[src/target_follow_velocity_controller_macros.svh]
// Assertion macros for the target-follow velocity controller
`ifndef TARGET_FOLLOW_VELOCITY_CONTROLLER_MACROS_SVH
`define TARGET_FOLLOW_VELOCITY_CONTROLLER_MACROS_SVH

// same-cycle implication, sampled on clk, off while rst_n is low
`define TFVC_ASSERT_IMP(name, ante, cons, msg) \
  name: assert property (@(posedge clk) disable iff (!rst_n) (ante) |-> (cons)) \
    else $error(msg);

// next-cycle implication
`define TFVC_ASSERT_NXT(name, ante, cons, msg) \
  name: assert property (@(posedge clk) disable iff (!rst_n) (ante) |=> (cons)) \
    else $error(msg);

`endif

[src/tfvc_pkg.sv]
// Shared types, constants and microcode ROM of the target-follow controller
`timescale 1ns / 1ps

package tfvc_pkg;

  localparam int FRAC_BITS    = 12;
  localparam int AGE_BITS_DEF = 8;
  localparam int Q_W          = 16;
  localparam int GAIN_W       = 15;
  localparam int TIMEOUT_W    = 8;
  localparam int MODE_W       = 8;
  localparam int UPC_W        = 4;
  localparam int MUL_A_W      = 28;
  localparam int MUL_B_W      = 18;
  localparam int PROD_W       = MUL_A_W + MUL_B_W;
  localparam int URG_W        = FRAC_BITS + 1;

  localparam int Q_ONE       = 1 << FRAC_BITS;
  localparam int DIST_DB     = ((15 << FRAC_BITS) + 50) / 100;
  localparam int BEAR_DB     = ((5 << FRAC_BITS) + 50) / 100;
  localparam int VX_MIN      = -(((3 << FRAC_BITS) + 5) / 10);
  localparam int VX_STEP     = ((75 << FRAC_BITS) + 500) / 1000;
  localparam int YAW_STEP    = ((15 << FRAC_BITS) + 50) / 100;
  localparam int VX_OUT_DB   = ((8 << FRAC_BITS) + 50) / 100;
  localparam int YAW_OUT_DB  = ((10 << FRAC_BITS) + 50) / 100;
  localparam int EMA_ALPHA   = ((4 << FRAC_BITS) + 5) / 10;
  localparam int OFF_AXIS    = ((4 << FRAC_BITS) + 5) / 10;
  localparam int OFF_AXIS_VX = ((1 << FRAC_BITS) + 5) / 10;
  // urgency ramp spans exactly one unit: AVOID_ON - AVOID_FULL == Q_ONE
  localparam int AVOID_ON    = ((18 << FRAC_BITS) + 5) / 10;

  localparam logic [MODE_W-1:0] MODE_HALT_LO = 8'd5;
  localparam logic [MODE_W-1:0] MODE_HALT_HI = 8'd8;
  localparam logic [MODE_W-1:0] MODE_RECOVER = 8'd10;

  typedef logic [2:0] cfg_idx_t;
  localparam cfg_idx_t CFG_DESIRED_DISTANCE  = 3'd0;
  localparam cfg_idx_t CFG_DISTANCE_GAIN     = 3'd1;
  localparam cfg_idx_t CFG_YAW_GAIN          = 3'd2;
  localparam cfg_idx_t CFG_FORWARD_SPEED_MAX = 3'd3;
  localparam cfg_idx_t CFG_YAW_RATE_MAX      = 3'd4;
  localparam cfg_idx_t CFG_MIN_SAFE_DISTANCE = 3'd5;
  localparam cfg_idx_t CFG_AVOID_GAIN        = 3'd6;
  localparam cfg_idx_t CFG_TIMEOUT_TICKS     = 3'd7;

  typedef logic signed [Q_W-1:0] q_t;
  typedef logic [GAIN_W-1:0]     gain_t;
  typedef logic [UPC_W-1:0]      upc_t;

  typedef enum logic [1:0] {
    REQ_TICK  = 2'd0,
    REQ_SIGHT = 2'd1,
    REQ_MODE  = 2'd2,
    REQ_GAPS  = 2'd3
  } req_t;

  typedef struct packed {
    gain_t                desired_distance;
    gain_t                distance_gain;
    gain_t                yaw_gain;
    gain_t                forward_speed_max;
    gain_t                yaw_rate_max;
    gain_t                min_safe_distance;
    gain_t                avoid_gain;
    logic [TIMEOUT_W-1:0] timeout_ticks;
  } cfg_t;

  localparam cfg_t CFG_RESET = '{
    desired_distance:  15'd6144,
    distance_gain:     15'd3277,
    yaw_gain:          15'd10240,
    forward_speed_max: 15'd3277,
    yaw_rate_max:      15'd4915,
    min_safe_distance: 15'd2458,
    avoid_gain:        15'd8192,
    timeout_ticks:     8'd10
  };

  typedef struct packed {
    logic [1:0]        req_type;
    q_t                bearing;
    q_t                distance;
    logic [MODE_W-1:0] robot_mode;
    gain_t             forward_clearance;
    gain_t             left_clearance;
    gain_t             right_clearance;
  } item_t;

  typedef struct packed {
    logic stop_request;
    q_t   forward_speed;
    q_t   yaw_rate;
  } res_t;

  typedef struct packed {
    logic stop;
    logic no_avoid;
    logic stale;
  } stat_t;

  typedef enum logic [2:0] {
    MA_NONE, MA_DG, MA_YG, MA_AG, MA_VMAX, MA_ALPHA, MA_PROD
  } mul_a_t;

  typedef enum logic [2:0] {
    MB_ZERO, MB_ERR, MB_SB, MB_URG, MB_SIDE, MB_URGC, MB_BDIFF, MB_DDIFF
  } mul_b_t;

  typedef enum logic [3:0] {
    ACT_NONE, ACT_VX, ACT_VY, ACT_BIAS, ACT_CAP, ACT_MOVE, ACT_STOP,
    ACT_SB, ACT_SD, ACT_LOAD, ACT_MODE, ACT_GAPS
  } act_t;

  typedef enum logic [1:0] {CS_NONE, CS_STOP, CS_NO_AVOID, CS_STALE} csel_t;

  typedef enum logic [1:0] {BR_NEXT, BR_COND, BR_END} br_t;

  typedef struct packed {
    mul_a_t ma;
    mul_b_t mb;
    act_t   act;
    csel_t  cs;
    br_t    br;
    logic   emit;
    upc_t   target;
  } cw_t;

  localparam upc_t UPC_TICK_CHECK = 4'd0;
  localparam upc_t UPC_TICK_VX    = 4'd1;
  localparam upc_t UPC_TICK_VY    = 4'd2;
  localparam upc_t UPC_TICK_AVOID = 4'd3;
  localparam upc_t UPC_TICK_BIAS  = 4'd4;
  localparam upc_t UPC_TICK_CAP   = 4'd5;
  localparam upc_t UPC_TICK_OUT   = 4'd6;
  localparam upc_t UPC_TICK_STOP  = 4'd7;
  localparam upc_t UPC_SIGHT_CHK  = 4'd8;
  localparam upc_t UPC_SIGHT_SB   = 4'd9;
  localparam upc_t UPC_SIGHT_SD   = 4'd10;
  localparam upc_t UPC_SIGHT_LOAD = 4'd11;
  localparam upc_t UPC_MODE       = 4'd12;
  localparam upc_t UPC_GAPS       = 4'd13;

  function automatic upc_t entry(input req_t r);
    upc_t a;
    unique case (r)
      REQ_TICK:  a = UPC_TICK_CHECK;
      REQ_SIGHT: a = UPC_SIGHT_CHK;
      REQ_MODE:  a = UPC_MODE;
      REQ_GAPS:  a = UPC_GAPS;
      default:   a = UPC_MODE;
    endcase
    return a;
  endfunction

  function automatic cw_t ucode(input upc_t a);
    cw_t w;
    w = '{ma: MA_NONE, mb: MB_ZERO, act: ACT_NONE, cs: CS_NONE, br: BR_END,
          emit: 1'b0, target: '0};
    unique case (a)
      UPC_TICK_CHECK: begin
        w.ma = MA_DG; w.mb = MB_ERR; w.cs = CS_STOP; w.br = BR_COND;
        w.target = UPC_TICK_STOP;
      end
      UPC_TICK_VX: begin
        w.ma = MA_YG; w.mb = MB_SB; w.act = ACT_VX; w.br = BR_NEXT;
      end
      UPC_TICK_VY: begin
        w.ma = MA_AG; w.mb = MB_URG; w.act = ACT_VY; w.br = BR_NEXT;
      end
      UPC_TICK_AVOID: begin
        w.ma = MA_PROD; w.mb = MB_SIDE; w.cs = CS_NO_AVOID; w.br = BR_COND;
        w.target = UPC_TICK_OUT;
      end
      UPC_TICK_BIAS: begin
        w.ma = MA_VMAX; w.mb = MB_URGC; w.act = ACT_BIAS; w.br = BR_NEXT;
      end
      UPC_TICK_CAP: begin
        w.act = ACT_CAP; w.br = BR_NEXT;
      end
      UPC_TICK_OUT: begin
        w.act = ACT_MOVE; w.emit = 1'b1;
      end
      UPC_TICK_STOP: begin
        w.act = ACT_STOP; w.emit = 1'b1;
      end
      UPC_SIGHT_CHK: begin
        w.ma = MA_ALPHA; w.mb = MB_BDIFF; w.cs = CS_STALE; w.br = BR_COND;
        w.target = UPC_SIGHT_LOAD;
      end
      UPC_SIGHT_SB: begin
        w.ma = MA_ALPHA; w.mb = MB_DDIFF; w.act = ACT_SB; w.br = BR_NEXT;
      end
      UPC_SIGHT_SD:   w.act = ACT_SD;
      UPC_SIGHT_LOAD: w.act = ACT_LOAD;
      UPC_MODE:       w.act = ACT_MODE;
      UPC_GAPS:       w.act = ACT_GAPS;
      default:        w.act = ACT_NONE;
    endcase
    return w;
  endfunction

endpackage

[src/tfvc_datapath.sv]
// Datapath: controller state, shared multiplier and per-step update logic
`timescale 1ns / 1ps

module tfvc_datapath #(
  parameter int AGE_BITS = tfvc_pkg::AGE_BITS_DEF
) (
  input  logic            clk,
  input  logic            rst_n,
  input  logic            go,
  input  tfvc_pkg::cw_t   cw,
  input  tfvc_pkg::cfg_t  cfg,
  input  tfvc_pkg::item_t item,
  output tfvc_pkg::stat_t stat,
  output tfvc_pkg::res_t  res
);

  localparam int CMP_W  = (AGE_BITS > tfvc_pkg::TIMEOUT_W) ? AGE_BITS : tfvc_pkg::TIMEOUT_W;
  localparam int WIDE_W = 36;
  localparam int PW     = tfvc_pkg::PROD_W;
  localparam int FB     = tfvc_pkg::FRAC_BITS;

  typedef logic [AGE_BITS-1:0]     age_t;
  typedef logic [CMP_W-1:0]        cmp_t;
  typedef logic signed [WIDE_W-1:0] wide_t;
  typedef logic signed [PW-1:0]    prod_t;
  typedef logic [tfvc_pkg::URG_W-1:0] urg_t;

  localparam age_t  AGE_MAX = '1;
  localparam prod_t HALF12  = prod_t'(1) <<< (FB - 1);
  localparam prod_t HALF24  = prod_t'(1) <<< (2 * FB - 1);

  localparam wide_t W_ONE        = wide_t'(tfvc_pkg::Q_ONE);
  localparam wide_t W_DIST_DB    = wide_t'(tfvc_pkg::DIST_DB);
  localparam wide_t W_BEAR_DB    = wide_t'(tfvc_pkg::BEAR_DB);
  localparam wide_t W_VX_MIN     = wide_t'(tfvc_pkg::VX_MIN);
  localparam wide_t W_VX_STEP    = wide_t'(tfvc_pkg::VX_STEP);
  localparam wide_t W_YAW_STEP   = wide_t'(tfvc_pkg::YAW_STEP);
  localparam wide_t W_VX_OUT_DB  = wide_t'(tfvc_pkg::VX_OUT_DB);
  localparam wide_t W_YAW_OUT_DB = wide_t'(tfvc_pkg::YAW_OUT_DB);
  localparam wide_t W_OFF_AXIS   = wide_t'(tfvc_pkg::OFF_AXIS);
  localparam wide_t W_OFF_VX     = wide_t'(tfvc_pkg::OFF_AXIS_VX);
  localparam wide_t W_AVOID_ON   = wide_t'(tfvc_pkg::AVOID_ON);

  function automatic wide_t sx(input tfvc_pkg::q_t v);
    return wide_t'(v);
  endfunction

  function automatic wide_t ux(input tfvc_pkg::gain_t v);
    return wide_t'({1'b0, v});
  endfunction

  function automatic wide_t clamp(input wide_t v, input wide_t lo, input wide_t hi);
    wide_t r;
    if (v < lo) r = lo;
    else if (v > hi) r = hi;
    else r = v;
    return r;
  endfunction

  tfvc_pkg::q_t sb_r, sb_nxt, sd_r, sd_nxt;
  tfvc_pkg::q_t lf_r, lf_nxt, ly_r, ly_nxt;
  tfvc_pkg::q_t vx_r, vx_nxt, vy_r, vy_nxt;
  age_t         t_age_r, t_age_nxt, l_age_r, l_age_nxt;
  logic         t_seen_r, t_seen_nxt, l_seen_r, l_seen_nxt;
  logic [tfvc_pkg::MODE_W-1:0] mode_r, mode_nxt;
  tfvc_pkg::gain_t fg_r, fg_nxt, lg_r, lg_nxt, rg_r, rg_nxt;
  urg_t         urg_r, urg_nxt, urg_c;
  prod_t        prod_r, rs12, rs24;

  logic signed [tfvc_pkg::MUL_A_W-1:0] mul_a;
  logic signed [tfvc_pkg::MUL_B_W-1:0] mul_b;

  wide_t err_w, sb_w, sd_w, vx_w, vy_w, vmax_w, ymax_w, side_w, gap_d_w;
  wide_t r12_w, r24_w, q_w, mv_x, mv_y;
  logic  unsafe, fresh;
  age_t  t_age_inc, l_age_inc;

  always_comb begin
    sb_w    = sx(sb_r);
    sd_w    = sx(sd_r);
    vx_w    = sx(vx_r);
    vy_w    = sx(vy_r);
    vmax_w  = ux(cfg.forward_speed_max);
    ymax_w  = ux(cfg.yaw_rate_max);
    err_w   = sd_w - ux(cfg.desired_distance);
    side_w  = ux(rg_r) - ux(lg_r);
    gap_d_w = W_AVOID_ON - ux(fg_r);
    if (gap_d_w > W_ONE) urg_c = urg_t'(tfvc_pkg::Q_ONE);
    else if (gap_d_w < 0) urg_c = '0;
    else urg_c = gap_d_w[tfvc_pkg::URG_W-1:0];
    rs12  = (prod_r + HALF12) >>> FB;
    rs24  = (prod_r + HALF24) >>> (2 * FB);
    r12_w = wide_t'(rs12);
    r24_w = wide_t'(rs24);
  end

  always_comb begin
    case (mode_r) inside
      [tfvc_pkg::MODE_HALT_LO:tfvc_pkg::MODE_HALT_HI], tfvc_pkg::MODE_RECOVER: unsafe = 1'b1;
      default: unsafe = 1'b0;
    endcase
    stat.stale    = !t_seen_r || (cmp_t'(t_age_r) > cmp_t'(cfg.timeout_ticks));
    stat.stop     = unsafe || stat.stale;
    fresh         = l_seen_r && (cmp_t'(l_age_r) < cmp_t'(cfg.timeout_ticks));
    stat.no_avoid = !(fresh && (ux(fg_r) < W_AVOID_ON) && (vx_w > 0));
  end

  // operand selection for the shared multiplier
  always_comb begin
    case (cw.ma)
      tfvc_pkg::MA_DG:    mul_a = {{(tfvc_pkg::MUL_A_W - tfvc_pkg::GAIN_W){1'b0}}, cfg.distance_gain};
      tfvc_pkg::MA_YG:    mul_a = {{(tfvc_pkg::MUL_A_W - tfvc_pkg::GAIN_W){1'b0}}, cfg.yaw_gain};
      tfvc_pkg::MA_AG:    mul_a = {{(tfvc_pkg::MUL_A_W - tfvc_pkg::GAIN_W){1'b0}}, cfg.avoid_gain};
      tfvc_pkg::MA_VMAX:  mul_a = {{(tfvc_pkg::MUL_A_W - tfvc_pkg::GAIN_W){1'b0}},
                                   cfg.forward_speed_max};
      tfvc_pkg::MA_ALPHA: mul_a = tfvc_pkg::MUL_A_W'(tfvc_pkg::EMA_ALPHA);
      tfvc_pkg::MA_PROD:  mul_a = prod_r[tfvc_pkg::MUL_A_W-1:0];
      default:            mul_a = '0;
    endcase
    case (cw.mb)
      tfvc_pkg::MB_ERR:   mul_b = err_w[tfvc_pkg::MUL_B_W-1:0];
      tfvc_pkg::MB_SB:    mul_b = sb_w[tfvc_pkg::MUL_B_W-1:0];
      tfvc_pkg::MB_URG:   mul_b = {{(tfvc_pkg::MUL_B_W - tfvc_pkg::URG_W){1'b0}}, urg_c};
      tfvc_pkg::MB_SIDE:  mul_b = side_w[tfvc_pkg::MUL_B_W-1:0];
      tfvc_pkg::MB_URGC:  mul_b = {{(tfvc_pkg::MUL_B_W - tfvc_pkg::URG_W){1'b0}},
                                   urg_t'(tfvc_pkg::Q_ONE) - urg_r};
      tfvc_pkg::MB_BDIFF: mul_b = tfvc_pkg::MUL_B_W'(sx(item.bearing) - sb_w);
      tfvc_pkg::MB_DDIFF: mul_b = tfvc_pkg::MUL_B_W'(sx(item.distance) - sd_w);
      default:            mul_b = '0;
    endcase
  end

  // slew limit and output deadband for a move result
  always_comb begin
    mv_x = clamp(vx_w, sx(lf_r) - W_VX_STEP, sx(lf_r) + W_VX_STEP);
    if (mv_x < W_VX_OUT_DB && mv_x > -W_VX_OUT_DB) mv_x = '0;
    mv_y = clamp(vy_w, sx(ly_r) - W_YAW_STEP, sx(ly_r) + W_YAW_STEP);
    if (mv_y < W_YAW_OUT_DB && mv_y > -W_YAW_OUT_DB) mv_y = '0;
    res.stop_request  = (cw.act == tfvc_pkg::ACT_STOP);
    res.forward_speed = (cw.act == tfvc_pkg::ACT_MOVE) ? mv_x[tfvc_pkg::Q_W-1:0] : '0;
    res.yaw_rate      = (cw.act == tfvc_pkg::ACT_MOVE) ? mv_y[tfvc_pkg::Q_W-1:0] : '0;
  end

  always_comb begin
    t_age_inc  = (t_age_r == AGE_MAX) ? t_age_r : t_age_r + age_t'(1);
    l_age_inc  = (l_age_r == AGE_MAX) ? l_age_r : l_age_r + age_t'(1);
    sb_nxt     = sb_r;
    sd_nxt     = sd_r;
    lf_nxt     = lf_r;
    ly_nxt     = ly_r;
    vx_nxt     = vx_r;
    vy_nxt     = vy_r;
    t_age_nxt  = t_age_r;
    l_age_nxt  = l_age_r;
    t_seen_nxt = t_seen_r;
    l_seen_nxt = l_seen_r;
    mode_nxt   = mode_r;
    fg_nxt     = fg_r;
    lg_nxt     = lg_r;
    rg_nxt     = rg_r;
    urg_nxt    = urg_r;
    q_w        = '0;
    case (cw.act)
      tfvc_pkg::ACT_VX: begin
        q_w = clamp(r12_w, W_VX_MIN, vmax_w);
        if (!(err_w > W_DIST_DB || err_w < -W_DIST_DB)) q_w = '0;
        if (sd_w < ux(cfg.min_safe_distance) && q_w > 0) q_w = '0;
        vx_nxt = q_w[tfvc_pkg::Q_W-1:0];
      end
      tfvc_pkg::ACT_VY: begin
        q_w = clamp(-r12_w, -ymax_w, ymax_w);
        if (!(sb_w > W_BEAR_DB || sb_w < -W_BEAR_DB)) q_w = '0;
        vy_nxt = q_w[tfvc_pkg::Q_W-1:0];
        if ((sb_w > W_OFF_AXIS || sb_w < -W_OFF_AXIS) && vx_w > W_OFF_VX)
          vx_nxt = W_OFF_VX[tfvc_pkg::Q_W-1:0];
        urg_nxt = urg_c;
      end
      tfvc_pkg::ACT_BIAS: begin
        q_w    = clamp(vy_w - r24_w, -ymax_w, ymax_w);
        vy_nxt = q_w[tfvc_pkg::Q_W-1:0];
      end
      tfvc_pkg::ACT_CAP: begin
        if (vx_w > r12_w) vx_nxt = r12_w[tfvc_pkg::Q_W-1:0];
      end
      tfvc_pkg::ACT_MOVE: begin
        lf_nxt    = mv_x[tfvc_pkg::Q_W-1:0];
        ly_nxt    = mv_y[tfvc_pkg::Q_W-1:0];
        t_age_nxt = t_age_inc;
        l_age_nxt = l_age_inc;
      end
      tfvc_pkg::ACT_STOP: begin
        lf_nxt    = '0;
        ly_nxt    = '0;
        t_age_nxt = t_age_inc;
        l_age_nxt = l_age_inc;
      end
      tfvc_pkg::ACT_SB: begin
        q_w    = sb_w + r12_w;
        sb_nxt = q_w[tfvc_pkg::Q_W-1:0];
      end
      tfvc_pkg::ACT_SD: begin
        q_w        = sd_w + r12_w;
        sd_nxt     = q_w[tfvc_pkg::Q_W-1:0];
        t_age_nxt  = '0;
        t_seen_nxt = 1'b1;
      end
      tfvc_pkg::ACT_LOAD: begin
        sb_nxt     = item.bearing;
        sd_nxt     = item.distance;
        t_age_nxt  = '0;
        t_seen_nxt = 1'b1;
      end
      tfvc_pkg::ACT_MODE: mode_nxt = item.robot_mode;
      tfvc_pkg::ACT_GAPS: begin
        fg_nxt     = item.forward_clearance;
        lg_nxt     = item.left_clearance;
        rg_nxt     = item.right_clearance;
        l_age_nxt  = '0;
        l_seen_nxt = 1'b1;
      end
      default: q_w = '0;
    endcase
  end

  always_ff @(posedge clk) begin
    if (!rst_n) begin
      sb_r     <= '0;
      sd_r     <= '0;
      lf_r     <= '0;
      ly_r     <= '0;
      t_age_r  <= '0;
      l_age_r  <= '0;
      t_seen_r <= 1'b0;
      l_seen_r <= 1'b0;
      mode_r   <= '0;
      fg_r     <= '1;
      lg_r     <= '1;
      rg_r     <= '1;
    end else if (go) begin
      sb_r     <= sb_nxt;
      sd_r     <= sd_nxt;
      lf_r     <= lf_nxt;
      ly_r     <= ly_nxt;
      t_age_r  <= t_age_nxt;
      l_age_r  <= l_age_nxt;
      t_seen_r <= t_seen_nxt;
      l_seen_r <= l_seen_nxt;
      mode_r   <= mode_nxt;
      fg_r     <= fg_nxt;
      lg_r     <= lg_nxt;
      rg_r     <= rg_nxt;
    end
  end

  always_ff @(posedge clk) begin
    if (go) begin
      vx_r  <= vx_nxt;
      vy_r  <= vy_nxt;
      urg_r <= urg_nxt;
      if (cw.ma != tfvc_pkg::MA_NONE) prod_r <= PW'(mul_a * mul_b);
    end
  end

endmodule

[src/target_follow_velocity_controller.sv]
// Tick steps: check, speed, yaw, avoidance test, bias, cap, output; with no avoidance the test
// jumps to output; a stop goes from check to stop. A stale sighting loads, a fresh one smooths.
// One item in flight; a pending result is held, and the emit step waits, while out_stall is high.
// The item time is set by the microprogram length on the single shared multiplier.
// Reset: synchronous rst_n low loads default registers and clearances, clears ages, target, mode and out_valid.
`timescale 1ns / 1ps
`include "target_follow_velocity_controller_macros.svh"

module target_follow_velocity_controller #(
  parameter int AGE_BITS = tfvc_pkg::AGE_BITS_DEF
) (
  input  logic                        clk,
  input  logic                        rst_n,
  input  logic                        in_valid,
  output logic                        in_stall,
  input  logic [1:0]                  in_req_type,
  input  logic signed [15:0]          in_bearing,
  input  logic signed [15:0]          in_distance,
  input  logic [7:0]                  in_robot_mode,
  input  logic [14:0]                 in_forward_clearance,
  input  logic [14:0]                 in_left_clearance,
  input  logic [14:0]                 in_right_clearance,
  output logic                        out_valid,
  input  logic                        out_stall,
  output logic                        out_stop_request,
  output logic signed [15:0]          out_forward_speed,
  output logic signed [15:0]          out_yaw_rate,
  input  logic                        cfg_we,
  input  tfvc_pkg::cfg_idx_t          cfg_index,
  input  logic [14:0]                 cfg_wdata
);

  tfvc_pkg::cfg_t  cfg_r, cfg_nxt;
  tfvc_pkg::item_t item_r, item_nxt;
  tfvc_pkg::upc_t  pc_r, pc_nxt;
  tfvc_pkg::cw_t   cw;
  tfvc_pkg::stat_t stat;
  tfvc_pkg::res_t  res, out_res_r, out_res_nxt;
  logic            busy_r, busy_nxt, out_valid_r, out_valid_nxt;
  logic            in_acc, go, cond;

  assign cw       = tfvc_pkg::ucode(pc_r);
  assign in_stall = busy_r;
  assign in_acc   = in_valid && !busy_r;
  assign go       = busy_r && !(cw.emit && out_valid_r && out_stall);

  always_comb begin
    cfg_nxt = cfg_r;
    if (cfg_we) begin
      unique case (cfg_index)
        tfvc_pkg::CFG_DESIRED_DISTANCE:  cfg_nxt.desired_distance  = cfg_wdata;
        tfvc_pkg::CFG_DISTANCE_GAIN:     cfg_nxt.distance_gain     = cfg_wdata;
        tfvc_pkg::CFG_YAW_GAIN:          cfg_nxt.yaw_gain          = cfg_wdata;
        tfvc_pkg::CFG_FORWARD_SPEED_MAX: cfg_nxt.forward_speed_max = cfg_wdata;
        tfvc_pkg::CFG_YAW_RATE_MAX:      cfg_nxt.yaw_rate_max      = cfg_wdata;
        tfvc_pkg::CFG_MIN_SAFE_DISTANCE: cfg_nxt.min_safe_distance = cfg_wdata;
        tfvc_pkg::CFG_AVOID_GAIN:        cfg_nxt.avoid_gain        = cfg_wdata;
        tfvc_pkg::CFG_TIMEOUT_TICKS:     cfg_nxt.timeout_ticks     = cfg_wdata[7:0];
        default:                         cfg_nxt = cfg_r;
      endcase
    end
  end

  always_comb begin
    unique case (cw.cs)
      tfvc_pkg::CS_STOP:     cond = stat.stop;
      tfvc_pkg::CS_NO_AVOID: cond = stat.no_avoid;
      tfvc_pkg::CS_STALE:    cond = stat.stale;
      default:               cond = 1'b0;
    endcase
  end

  // step counter and branch
  always_comb begin
    busy_nxt = busy_r;
    pc_nxt   = pc_r;
    item_nxt = item_r;
    if (in_acc) begin
      item_nxt = '{req_type: in_req_type, bearing: in_bearing, distance: in_distance,
                   robot_mode: in_robot_mode, forward_clearance: in_forward_clearance,
                   left_clearance: in_left_clearance, right_clearance: in_right_clearance};
      pc_nxt   = tfvc_pkg::entry(tfvc_pkg::req_t'(in_req_type));
      busy_nxt = 1'b1;
    end else if (go) begin
      unique case (cw.br)
        tfvc_pkg::BR_NEXT: pc_nxt = pc_r + tfvc_pkg::upc_t'(1);
        tfvc_pkg::BR_COND: pc_nxt = cond ? cw.target : pc_r + tfvc_pkg::upc_t'(1);
        tfvc_pkg::BR_END:  busy_nxt = 1'b0;
        default:           busy_nxt = 1'b0;
      endcase
    end
  end

  always_comb begin
    out_valid_nxt = out_valid_r;
    out_res_nxt   = out_res_r;
    if (go && cw.emit) begin
      out_valid_nxt = 1'b1;
      out_res_nxt   = res;
    end else if (out_valid_r && !out_stall) begin
      out_valid_nxt = 1'b0;
    end
  end

  always_ff @(posedge clk) begin
    if (!rst_n) begin
      cfg_r       <= tfvc_pkg::CFG_RESET;
      busy_r      <= 1'b0;
      pc_r        <= '0;
      out_valid_r <= 1'b0;
    end else begin
      cfg_r       <= cfg_nxt;
      busy_r      <= busy_nxt;
      pc_r        <= pc_nxt;
      out_valid_r <= out_valid_nxt;
    end
  end

  always_ff @(posedge clk) begin
    item_r    <= item_nxt;
    out_res_r <= out_res_nxt;
  end

  tfvc_datapath #(
    .AGE_BITS (AGE_BITS)
  ) u_dp (
    .clk   (clk),
    .rst_n (rst_n),
    .go    (go),
    .cw    (cw),
    .cfg   (cfg_r),
    .item  (item_r),
    .stat  (stat),
    .res   (res)
  );

  assign out_valid         = out_valid_r;
  assign out_stop_request  = out_res_r.stop_request;
  assign out_forward_speed = out_res_r.forward_speed;
  assign out_yaw_rate      = out_res_r.yaw_rate;

  `TFVC_ASSERT_NXT(a_hold_pc, busy_r && !go, busy_r && $stable(pc_r), "step moved while result held")
  `TFVC_ASSERT_NXT(a_emit_out, go && cw.emit, out_valid_r, "emitted result not presented")
  `TFVC_ASSERT_IMP(a_emit_tick, go && cw.emit, item_r.req_type == tfvc_pkg::REQ_TICK, "result from non-tick item")
  `TFVC_ASSERT_IMP(a_stop_zero, out_valid_r && out_stop_request, out_forward_speed == 16'sd0 && out_yaw_rate == 16'sd0, "stop with nonzero speed")

endmodule

[config.mk]
export PLATFORM = sky130hd
export DESIGN_NAME = target_follow_velocity_controller
export DESIGN_NICKNAME = d
export VERILOG_FILES = /design/src/tfvc_pkg.sv /design/src/tfvc_datapath.sv /design/src/target_follow_velocity_controller.sv
export VERILOG_INCLUDE_DIRS = /design/src /design/src/src
export SDC_FILE = /design/constraint.sdc
export NUM_CORES = 2
export LEC_CHECK = 0
export ABC_CLOCK_PERIOD_IN_PS = 13000
export BUFFER_PORTS_ARGS = -buffer_cell sky130_fd_sc_hd__buf_2
export CAP_MARGIN = 10
export CORE_MARGIN = 8
export CORE_UTILIZATION = 25
export DETAILED_ROUTE_END_ITERATION = 6
export PLACE_DENSITY = 0.36
export RECOVER_POWER = 100
export SYNTH_ARGS = -nofsm -noshare
export SYNTH_HDL_FRONTEND = slang
export SYNTH_SLANG_ARGS = --single-unit
[constraint.sdc]
create_clock -name clk -period 13 [get_ports clk]
set_clock_uncertainty 0.15 [all_clocks]
set_input_delay 3.9 -clock clk [delete_from_list [all_inputs] [get_ports clk]]
set_output_delay 3.9 -clock clk [all_outputs]
set_load 0.01 [all_outputs]
==> out/metrics.yaml <==
outcome:
  status: "finished, violations left"
  violations: "capacitance limit, slew limit"
finish:
  multi_input_area_sq_um: 37300
  instances_no_fill: 9098
  fillerInstances: 22600
  ff_latch_area_sq_um: 11400
  fin_util_pct: 28.1
  mostFrequentLayoutCells: "nand2_1 (885), inv_1 (839), fa_1 (497)"
  area_delta_synth_final_pct: 11.6
  drive_gt1_share_pct: 6.28
  layout_commonest_cell: "nand2_1"
  num-nets-final: 7332
setup_path:
  crit_type: "reg -> reg"
  crit_top_cell: "fa_1"
  max_stage_delay_ps: 750
  critPathCaptureType: "flip-flop"
  crit_slowest_cell: "nor3_2"
  crit_path_max_fanout: 21
  startpoint_type: "flip-flop"
  crit_required_ps: 13210
  worstPathArrival_ps: 11840
  cp_num_buf_inv: 5
  crit_family: "adder cells"
clock_network:
  clock_latency_ps: 680
  cts_setup_buffers: 0
  cts-root-buf: "clkbuf_16"
  ctsHoldBuffers: 0
  cts_buffer_depth: 3
  htreeDepth: 2
  ctsResizeCount: 0
  path_clk_slew_ps: 60
  numCtsBuffers: 60
  cts_tree: "built"
  clock_sinks: 463
timing:
  fin_crit_ps: 11630
  maxClockFrequency_ghz: 0.0860
  maxSlewHeadroom_pct: -145
  maxSlewViolCount: 420
  hold_violations: 0
  setup_viol: 0
  tightest_slew_ps: 3670
  rsz0062_at_grt: "no"
  holdWs_ps: 307
  fin_setup_tns_ps: 0
  fin_crit_sh_pct: 89.5
yosys:
  mappedNetlistNets: 7302
  synth_area_per_cell_sq_um: 8.49
  ys_seq_area_share_pct: 21.5
  ys_types: 99
  ys.flop_type: "dfxtp_1"
  yosysWarningCount: 0
  ys_ff_latch: 463
  ys_async_sr_fraction_pct: 0
  synth_edf_count: 209
  syn_area_sq_um: 52700
  syn_inst: 6209
pwr:
  p_leak_uw: 0.0251
  p_per_area_nw_per_um2: 165
  ir_worst_vdd_mv: 0.157
hold_path:
  hold_path_class: "reg -> reg"
global_route:
  grt_pass1_wl_mm: 304
  overflow: 0
  antenna_found_initial: 10
  grt_pass1_vias: 45700
  grt.total_usage_pct: 17.5
  grt_max_degree: 63
routing:
  drt-total-wl_mm: 203
  vias_per_cell: 4.92
  drc: 0
  vias: 44800
  drt-wirelength-per-cell_um: 22.3
  first_pass_iters: 6
  ant_nets: 0
  drt-initial-drc-count: 3471
run:
  cap_violations: 11
floorplanning:
  rows: 168
  start_util_pct: 25.2
  ios: 145
  die_width_um: 475
  die-area_sq_um: 226000
  die_h_um: 475
  core_area_sq_um: 210000
placement:
  gp_congestion: 0.877
  dp_cells: 8982
  place_hpwl_mm: 160
  io_buffers: 144
cells by family after synthesis:
logic type / Yosys count / synth area share (%)
and+or+nand+nor: 2095 / 18.6
muxes: 82 / 1.61
xor gates and xnor gates: 296 / 4.93
buffers and inverters: 1125 / 8.09
adders and majority gates: 985 / 30.4
AOI/OAI and AO/OA: 1163 / 14.8
DFF: 463 / 21.5
path summary, 6_finish.rpt:
| kind | startpoint | end | slack (ps) | cells after the start |
|---|---|---|---|---|
| worst min register to register | cfg_r[78]$_SDFFE_PN0P_ | cfg_r[78]$_SDFFE_PN0P_ | 310 | 2 |
| worst min-delay path | cfg_r[78]$_SDFFE_PN0P_ | cfg_r[78]$_SDFFE_PN0P_ | 310 | 2 |
| worst max-delay path | u_dp.fg_r[1]$_SDFFE_PN1P_ | u_dp.prod_r[45]$_DFFE_PP_ | 1370 | 36 |
| worst max register to register | u_dp.fg_r[1]$_SDFFE_PN1P_ | u_dp.prod_r[45]$_DFFE_PP_ | 1370 | 36 |
registers in the layout, indices dropped and copies added, names as in the netlist, 4 cells and up:
signal / count
cfg_r: 113
u_dp.sb_r: 16
u_dp.lf_r: 16
out_forward_speed: 16
u_dp.vx_r: 16
u_dp.rg_r: 15
u_dp.urg_r: 13
u_dp.vy_r: 16
u_dp.t_age_r: 8
u_dp.sd_r: 16
out_yaw_rate: 16
u_dp.lg_r: 15
u_dp.fg_r: 15
item_r: 85
u_dp.prod_r: 46
pc_r: 4
u_dp.ly_r: 16
u_dp.mode_r: 8
u_dp.l_age_r: 8
synthesized netlist by cell type, drive strengths merged (26+ instances only):
cell	n	area, sq um
and3	49	307
nand2	885	3320
ha	486	6080
nand4	95	594
a21o	112	841
xor2	105	920
nor4	55	378
nor2	419	1570
or2	29	181
a21oi	321	1610
and2	92	576
dfxtp	254	5080
nor2b	66	413
edfxtp	209	6280
mux2i	58	581
a22oi	35	263
fa	497	9950
o21ai	192	965
nor3	96	480
clkbuf	255	967
o221ai	26	228
xnor2	191	1680
o21a	51	383
inv	842	3160
or3	32	200
o211ai	81	608
nand2b	49	307
a211oi	40	300
nand3	144	733
buf	28	140
worst reg2reg max path, delay by kind of cell (launching register included):
family,cells,cell delay (ps)
adder cells (fa/ha/maj),8,3710
XOR/XNOR,1,400
flip-flops,1,330
AO/OA/AOI/OAI,14,3430
AND/OR/NAND/NOR,8,2640
buffers and inverters,5,650
routing by layer:
metal / track usage, % / share of wire (%)
met5: 0 / 0
met4: 3.75 / 2.3
met3: 2.18 / 4.9
met2: 27.3 / 43
met1: 26.0 / 50
through the flow:
| stage | cell area, sq um | worst slack [ps] | power [uW] |
|---|---|---|---|
| detailed placement | 56900 | 1570 | 7960 |
| CTS | 59000 | 1470 | 9850 |
| global route | 58800 | 512 | 10600 |
| floorplan | 52700 | 2760 | 5990 |
| finish | 58800 | 1370 | 9740 |
| global placement | 56900 | 1510 | 7980 |
cell type report:
type | count | share of cell area [%]
well taps | 2805 | 5.96
diodes | 3 | 0.0128
clock buffers | 77 | 2.91
repair buffers | 251 | 2.38
multi-input cells | 4621 | 63.4
inverters | 842 | 5.38
flip-flops and latches | 463 | 19.3
clock inverters | 36 | 0.691
power by group:
group | switching, uW | internal, uW
logic | 3780 | 2190
clock network | 736 | 1070
registers | 201 | 1750
Note: power is estimated with default switching activity, not from simulation.
